===== config.mk =====
export PLATFORM = sky130hd
export DESIGN_NAME = link_span_table
export DESIGN_NICKNAME = d
export VERILOG_FILES = /design/src/hw/rtl/lst_pkg.sv /design/src/hw/rtl/lst_cell.sv /design/src/hw/rtl/link_span_table.sv
export SDC_FILE = /design/constraint.sdc
export NUM_CORES = 2
export LEC_CHECK = 0
export BUFFER_PORTS_ARGS = -buffer_cell sky130_fd_sc_hd__buf_2
export CORE_ASPECT_RATIO = 0.6
export CORE_MARGIN = 2
export CORE_UTILIZATION = 65
export DETAILED_ROUTE_END_ITERATION = 12
export PLACE_DENSITY = 0.81
export SLEW_MARGIN = 15
export SYNTH_ARGS = -nofsm -noshare
export SYNTH_HDL_FRONTEND = slang
export SYNTH_SLANG_ARGS = --single-unit

===== constraint.sdc =====
create_clock -name aclk -period 17.2 [get_ports aclk]
set_clock_uncertainty 0.1 [all_clocks]
set_input_delay 1.72 -clock aclk [delete_from_list [all_inputs] [get_ports aclk]]
set_output_delay 1.72 -clock aclk [all_outputs]
set_load 0.02 [all_outputs]

===== src/hw/rtl/lst_pkg.sv =====
`timescale 1ns / 1ps
package lst_pkg;

    localparam int SPAN_LIMIT_DEF = 64;
    localparam int LINK_LIMIT_DEF = 4096;
    localparam logic [7:0] MASK_RESET = 8'd4;
    localparam logic signed [11:0] ROW_FLOOR = -12'sd2048;

    typedef enum logic [1:0] {
        OP_OPEN   = 2'd0,
        OP_CLOSE  = 2'd1,
        OP_SCROLL = 2'd2,
        OP_POINT  = 2'd3
    } op_t;

    typedef enum logic [1:0] {
        ST_IDLE,
        ST_PASS,
        ST_DROP,
        ST_DONE
    } state_t;

    typedef struct packed {
        logic signed [11:0] first_row;
        logic [11:0]        first_col;
        logic signed [11:0] last_row;
        logic [11:0]        last_col;
        logic [11:0]        link;
    } span_t;

    typedef struct packed {
        logic shift;
        logic load;
        logic set_end;
    } cell_ctl_t;

    function automatic logic span_holds(input span_t s, input logic signed [11:0] r,
                                        input logic [11:0] c);
        logic res;
        res = 1'b0;
        if (s.first_row == s.last_row) begin
            res = (r == s.first_row) && (c >= s.first_col) && (c < s.last_col);
        end else if (r >= s.first_row && r <= s.last_row) begin
            if (r == s.first_row) res = (c >= s.first_col);
            else if (r == s.last_row) res = (c < s.last_col);
            else res = 1'b1;
        end
        return res;
    endfunction

    function automatic logic signed [11:0] row_up(input logic signed [11:0] r);
        return (r == ROW_FLOOR) ? ROW_FLOOR : r - 12'sd1;
    endfunction

endpackage


===== src/hw/rtl/lst_cell.sv =====
`timescale 1ns / 1ps
module lst_cell
    import lst_pkg::*;
(
    input  logic      aclk,
    input  cell_ctl_t ctl,
    input  span_t     shift_in,
    input  span_t     load_data,
    output span_t     span_q
);

    span_t span_reg;

    // load wins over shift: a kept head lands here during a pass
    always_ff @(posedge aclk) begin
        if (ctl.load) begin
            span_reg <= load_data;
        end else if (ctl.set_end) begin
            span_reg.last_row <= load_data.last_row;
            span_reg.last_col <= load_data.last_col;
        end else if (ctl.shift) begin
            span_reg <= shift_in;
        end
    end

    assign span_q = span_reg;

endmodule


===== src/hw/rtl/link_span_table.sv =====
`timescale 1ns / 1ps
// Link span table. Spans sit in a row of cells, oldest in cell 0. Open and close
// go straight to the done state. Scroll and pointer requests rotate every stored
// span once through cell 0 (one span per cycle); an open that overflows the table
// shifts out the oldest half, one per cycle. One request is worked on at a time; a
// finished result waits in the output register while the next request is taken.
module link_span_table
    import lst_pkg::*;
#(
    parameter int SPAN_LIMIT = SPAN_LIMIT_DEF,
    parameter int LINK_LIMIT = LINK_LIMIT_DEF
) (
    input  logic        aclk,
    input  logic        aresetn,
    input  logic        cfg_we,
    input  logic [7:0]  cfg_wdata,
    input  logic        s_tvalid,
    output logic        s_tready,
    // link_id[11:0], row[22:12], column[34:23], button[39:35], modifiers[47:40]
    input  logic [47:0] s_tdata,
    // operation[1:0]
    input  logic [1:0]  s_tuser,
    output logic        m_tvalid,
    input  logic        m_tready,
    // hit[0], open_request[1], hit_link[13:2], hit_start_row[25:14],
    // hit_start_col[37:26], hit_end_row[49:38], hit_end_col[61:50],
    // entries_held[68:62], zero[71:69]
    output logic [71:0] m_tdata
);

    localparam int DEPTH = SPAN_LIMIT + 1;
    localparam int TW = $clog2(DEPTH + 1);

    span_t     cell_q [DEPTH];
    cell_ctl_t ctl [DEPTH];
    span_t     load_data;

    state_t state_reg, state_next;
    logic [TW-1:0] total_reg, total_next;
    logic [TW-1:0] rem_reg, rem_next;
    logic [TW-1:0] kept_reg, kept_next;
    logic          open_reg, open_next;
    logic [7:0]    mask_reg;

    op_t              op_reg;
    logic signed [11:0] prow_reg;
    logic [11:0]      pcol_reg;
    logic [4:0]       button_reg;
    logic [7:0]       mods_reg;

    logic  hit_reg, hit_next;
    span_t hspan_reg, hspan_next;

    logic        m_valid_reg;
    logic [71:0] m_data_reg;

    logic [11:0] in_link, in_col;
    logic [10:0] in_row;
    op_t         in_op;
    logic        accept;

    logic          shift_all, do_load, do_end;
    logic [TW-1:0] load_idx, end_idx;
    span_t         head_mod;
    logic          keep;
    logic          want;

    assign in_link = s_tdata[11:0];
    assign in_row  = s_tdata[22:12];
    assign in_col  = s_tdata[34:23];
    assign in_op   = op_t'(s_tuser);
    assign s_tready = (state_reg == ST_IDLE);
    assign accept  = s_tvalid && s_tready;

    genvar gi;
    generate
        for (gi = 0; gi < DEPTH; gi++) begin : g_cell
            span_t sin;
            if (gi == DEPTH - 1) begin : g_tail
                assign sin = cell_q[gi];
            end else begin : g_mid
                assign sin = cell_q[gi+1];
            end
            lst_cell u_cell (
                .aclk     (aclk),
                .ctl      (ctl[gi]),
                .shift_in (sin),
                .load_data(load_data),
                .span_q   (cell_q[gi])
            );
        end
    endgenerate

    always_comb begin
        head_mod = cell_q[0];
        if (op_reg == OP_SCROLL) begin
            head_mod.first_row = row_up(cell_q[0].first_row);
            head_mod.last_row  = row_up(cell_q[0].last_row);
        end
        keep = (op_reg != OP_SCROLL) || !head_mod.last_row[11];
    end

    assign want = (button_reg == 5'd1) && ((mods_reg & mask_reg) == mask_reg);

    always_comb begin
        state_next = state_reg;
        total_next = total_reg;
        rem_next   = rem_reg;
        kept_next  = kept_reg;
        open_next  = open_reg;
        hit_next   = hit_reg;
        hspan_next = hspan_reg;
        shift_all  = 1'b0;
        do_load    = 1'b0;
        do_end     = 1'b0;
        load_idx   = total_reg;
        end_idx    = total_reg - TW'(1);
        load_data  = '{first_row: $signed({1'b0, in_row}), first_col: in_col,
                       last_row: $signed({1'b0, in_row}), last_col: in_col,
                       link: in_link};
        unique case (state_reg)
            ST_IDLE: begin
                if (accept) begin
                    hit_next   = 1'b0;
                    hspan_next = '0;
                    rem_next   = total_reg;
                    kept_next  = '0;
                    state_next = ST_DONE;
                    case (in_op) inside
                        OP_OPEN, OP_CLOSE: begin
                            do_end    = open_reg && (total_reg != '0);
                            open_next = 1'b0;
                            if (in_op == OP_OPEN &&
                                {5'd0, in_link} < 17'(LINK_LIMIT)) begin
                                do_load    = 1'b1;
                                open_next  = 1'b1;
                                total_next = total_reg + TW'(1);
                                if (total_next > TW'(SPAN_LIMIT)) begin
                                    rem_next   = total_next >> 1;
                                    state_next = ST_DROP;
                                end
                            end
                        end
                        default: begin
                            if (total_reg != '0) state_next = ST_PASS;
                        end
                    endcase
                end
            end
            ST_PASS: begin
                shift_all = 1'b1;
                load_data = head_mod;
                load_idx  = rem_reg - TW'(1) + kept_reg;
                do_load   = keep;
                if (keep) kept_next = kept_reg + TW'(1);
                if (op_reg == OP_POINT && span_holds(cell_q[0], prow_reg, pcol_reg)) begin
                    hit_next   = 1'b1;
                    hspan_next = cell_q[0];
                end
                rem_next = rem_reg - TW'(1);
                if (rem_reg == TW'(1)) begin
                    total_next = kept_next;
                    state_next = ST_DONE;
                end
            end
            ST_DROP: begin
                shift_all  = 1'b1;
                total_next = total_reg - TW'(1);
                rem_next   = rem_reg - TW'(1);
                if (rem_reg == TW'(1)) state_next = ST_DONE;
            end
            ST_DONE: begin
                if (!m_valid_reg || m_tready) state_next = ST_IDLE;
            end
            default: state_next = ST_IDLE;
        endcase
    end

    always_comb begin
        for (int i = 0; i < DEPTH; i++) begin
            ctl[i].shift   = shift_all;
            ctl[i].load    = do_load && (load_idx == TW'(i));
            ctl[i].set_end = do_end && (end_idx == TW'(i));
        end
    end

    always_ff @(posedge aclk) begin
        if (!aresetn) begin
            state_reg   <= ST_IDLE;
            total_reg   <= '0;
            open_reg    <= 1'b0;
            mask_reg    <= MASK_RESET;
            m_valid_reg <= 1'b0;
        end else begin
            state_reg <= state_next;
            total_reg <= total_next;
            open_reg  <= open_next;
            if (cfg_we) mask_reg <= cfg_wdata;
            if (state_reg == ST_DONE && (!m_valid_reg || m_tready)) begin
                m_valid_reg <= 1'b1;
            end else if (m_tready) begin
                m_valid_reg <= 1'b0;
            end
        end
    end

    always_ff @(posedge aclk) begin
        rem_reg   <= rem_next;
        kept_reg  <= kept_next;
        hit_reg   <= hit_next;
        hspan_reg <= hspan_next;
        if (accept) begin
            op_reg     <= in_op;
            prow_reg   <= $signed({1'b0, in_row});
            pcol_reg   <= in_col;
            button_reg <= s_tdata[39:35];
            mods_reg   <= s_tdata[47:40];
        end
        if (state_reg == ST_DONE && (!m_valid_reg || m_tready)) begin
            m_data_reg <= {3'd0, 7'(total_reg), hspan_reg.last_col, hspan_reg.last_row,
                           hspan_reg.first_col, hspan_reg.first_row, hspan_reg.link,
                           hit_reg && want, hit_reg};
        end
    end

    assign m_tvalid = m_valid_reg;
    assign m_tdata  = m_data_reg;

endmodule

==> metrics.txt <==
post-CTS sizing=0; initial antenna violation count=26; RSZ-0062 raised after global routing=false; routed vias/inst=about 6.6; clock share of power=0.187; GP Congestion=approximately 0.95; most frequent cells in the layout=4082 x edfxtp_1, 3840 x mux2_2, 364 x clkbuf_16, 191 x buf_4, 152 x nor2_1; final std cells w/o fill=around 14000; Netlist cell types=74; Slew Viols, Final=0; Synth Register Bits=4101; vias in the first global route=slightly below 90000; commonest non-fill, non-tap cell in the layout=edfxtp_1; gr ovfl total=0; internal power=between 20 and 30 mW; I/O Buffers=133; asr flop ratio synth=0; site row count=148; fmax=between 100 and 150 MHz; Final period util=0.3941; max reg flops=3900; Static Leak=65.87 nW; Bufs on Longest Clock Path=4; ratio of cells with drive above 1 in the final layout=0.4965; first-pass GRT wire length=a little over 600 mm; via count=between 90000 and 100k; fillers=~16000; number of placed instances with taps included=approximately 13000; maximum vdd drop=around 0.00014 V; Rel. slew slack=0.1008; wire length per cell=30.41 µm; Ys Warns=0; Post-Synthesis Cells=9881; Initial Utilization=0.6545; hold-fix buffers at CTS=0; dpl hpwl=245.3 mm; WHS=roughly 0.32 ns; top-level I/O count=around 140; predominant post-synthesis flop cell=edfxtp_1; Sink Count=roughly 4100; crit path time final=a little under 7 ns; Arr. time, crit path=around 7.3 ns; measured slew at the worst slew-check pin=1.349 ns; kind of critical path=flop to flop; Clk Latency, worst-skew pair=slightly above 0.9 ns; Max Cap Viol=0; Die X=between 600 and 700 µm; post-route ant nets=0; CTS clk-pin slew, worst paths=0.07 ns; Sequential Power Share=0.499; Mapped Avg Cell Area=roughly 18 µm²; area of the core=approximately 270000 µm²; Sw Ratio=0.3352; largest net degree at the start of global routing=70; Iter 0 DRT Violations=approximately 13000; Multi-input gate area=between 50000 and 60000 µm²; Worst Path Max Fanout=37; Die Height=roughly 410 µm; Final TNS setup=0 ns; Final Hold Viols=0; detailed-route DRC error count=0; Num CTS Buffers=358; Setup Viol. Count Final=0; clk root buf=clkbuf_16; sequential cell area=123000 µm²; H-tree depth=5; CP startpoint kind=flop; Final Power=42.79 mW; CP Data Required Time=around 18 ns; Logic pwr share=0.314; 1st-pass router iterations=8; Seq/Total Area, Yosys=0.6916; Setup Fix Bufs, Post-CTS=0; Hold Path Class=flop to flop; NumNets Final=9888; CTS tree=yes; synthesized cell area=between 150000 and 200000 µm²; Tot GR Track Use=0.2962; P_sw=14.34 mW; DIE AREA=between 200000 and 300000 µm²; CP Capture Type=flop; Synth-to-Final Area Change=9.017%; Power Dens Cells=approximately 220 nW/µm²; overall routed net length=414.6 mm; status=complete, no violations; number of synthesized flops with an enable pin=4082
logic make-up after synthesis:
kind of cell | Yosys count | synth area share
fa+ha+maj | 71 | 0.005039
other cells | 1 | 0.00002109
simple gates | 516 | 0.01547
mux | 3851 | 0.2438
xor+xnor | 45 | 0.002217
flops | 4101 | 0.6916
buf+inv | 922 | 0.02495
compound gates | 374 | 0.01691
power groups by stage:
stage | clock [mW] | combinational, mW | sequential (mW)
2_1_floorplan | 0 | 8.58 | 20.8
3_3_place_gp | 0 | 12.3 | 21.3
3_5_place_dp | 0 | 12.8 | 21.4
4_1_cts | 8.02 | 13.0 | 21.3
5_1_grt | 8.40 | 14.3 | 21.7
6_report | 8.00 | 13.5 | 21.3
final timing paths:
path | slack [ns] | endpoint | cells after the start | start
worst max-delay path | 10.42 | g_cell[17].u_cell.span_q[51] | 14 | rem_reg[0]
worst min-delay path | 0.32 | m_tdata[47] | 0 | hspan_reg[33]
worst max register to register | 10.42 | g_cell[17].u_cell.span_q[51] | 14 | rem_reg[0]
worst min register to register | 0.32 | m_tdata[47] | 0 | hspan_reg[33]
cell type report:
type | instances | share of cell area
clock inverters | 188 | 0.009463
clock buffers | 446 | 0.04869
well taps | 3600 | 0.02324
inverters | 80 | 0.001614
multi-input cells | 4860 | 0.2683
repair buffers | 353 | 0.01425
diodes | 7 | 0.00009037
flip-flops and latches | 4101 | 0.6344
per-stage QoR:
step	setup slack [ns]	area (µm²)	utilization
finish	10.42	193800	0.7135
global route	10.18	193800	0.7134
CTS	10.38	193300	0.7114
detailed placement	10.35	182000	0.6699
global placement	10.35	181800	0.6694
floorplan	7.877	177800	-
cell usage after synthesis, types with 4 or more instances:
cell type  instances  share of area
xor2_1            19        0.00094
o21a_1             7        0.00030
o21ai_0          125         0.0035
edfxtp_1        4082           0.69
clkbuf_1         487          0.010
o41ai_1            7        0.00034
mux2_2          3840           0.24
or3_1             10        0.00035
mux2i_1           11        0.00062
buf_2            203         0.0057
nand4_1           18        0.00063
inv_1             80         0.0017
nand2b_1           9        0.00032
ha_1              70         0.0049
nor3_1            23        0.00065
buf_6             64         0.0041
nand3_1           29        0.00082
a211oi_1          13        0.00055
nor2_1           154         0.0033
dfxtp_1           19         0.0021
nand3_2           64         0.0036
a31oi_2           64         0.0045
and2_1            20        0.00070
o31ai_1            6        0.00025
o211ai_1          15        0.00063
nor4_1             9        0.00032
a21o_1            30         0.0013
a31oi_1            9        0.00032
buf_4             64         0.0027
a31oi_4           15         0.0018
nand2_1          127         0.0027
o22ai_1            5        0.00018
a21oi_1           35        0.00099
buf_1             24        0.00051
a2111oi_0          5        0.00025
and3_1            11        0.00039
nor2b_1           14        0.00049
or4_1              6        0.00025
nor3b_1            4        0.00017
xnor2_1           26         0.0013
routing by layer:
| metal | wire length, µm | part of all wire | GRT usage |
|---|---|---|---|
| met5 | 67 | 0.00016 | 0 |
| met4 | 9613 | 0.023 | 0.06390 |
| met3 | 56400 | 0.14 | 0.09058 |
| met2 | 163800 | 0.40 | 0.3832 |
| met1 | 184700 | 0.45 | 0.4886 |
critical path, cell delays in order, from the launching register on:
cell      delay, ns
edfxtp_1       0.46
inv_1          0.14
ha_1           0.24
or3b_2         0.50
xnor2_1        0.31
ha_1           0.36
and2_1         0.21
a221o_1        0.37
or3_1          0.41
a31oi_4        0.20
buf_4          0.54
buf_4          0.64
nand3_2        0.96
o21ai_4        0.66
buf_12         0.27
Note: power is estimated with default switching activity, not from simulation.
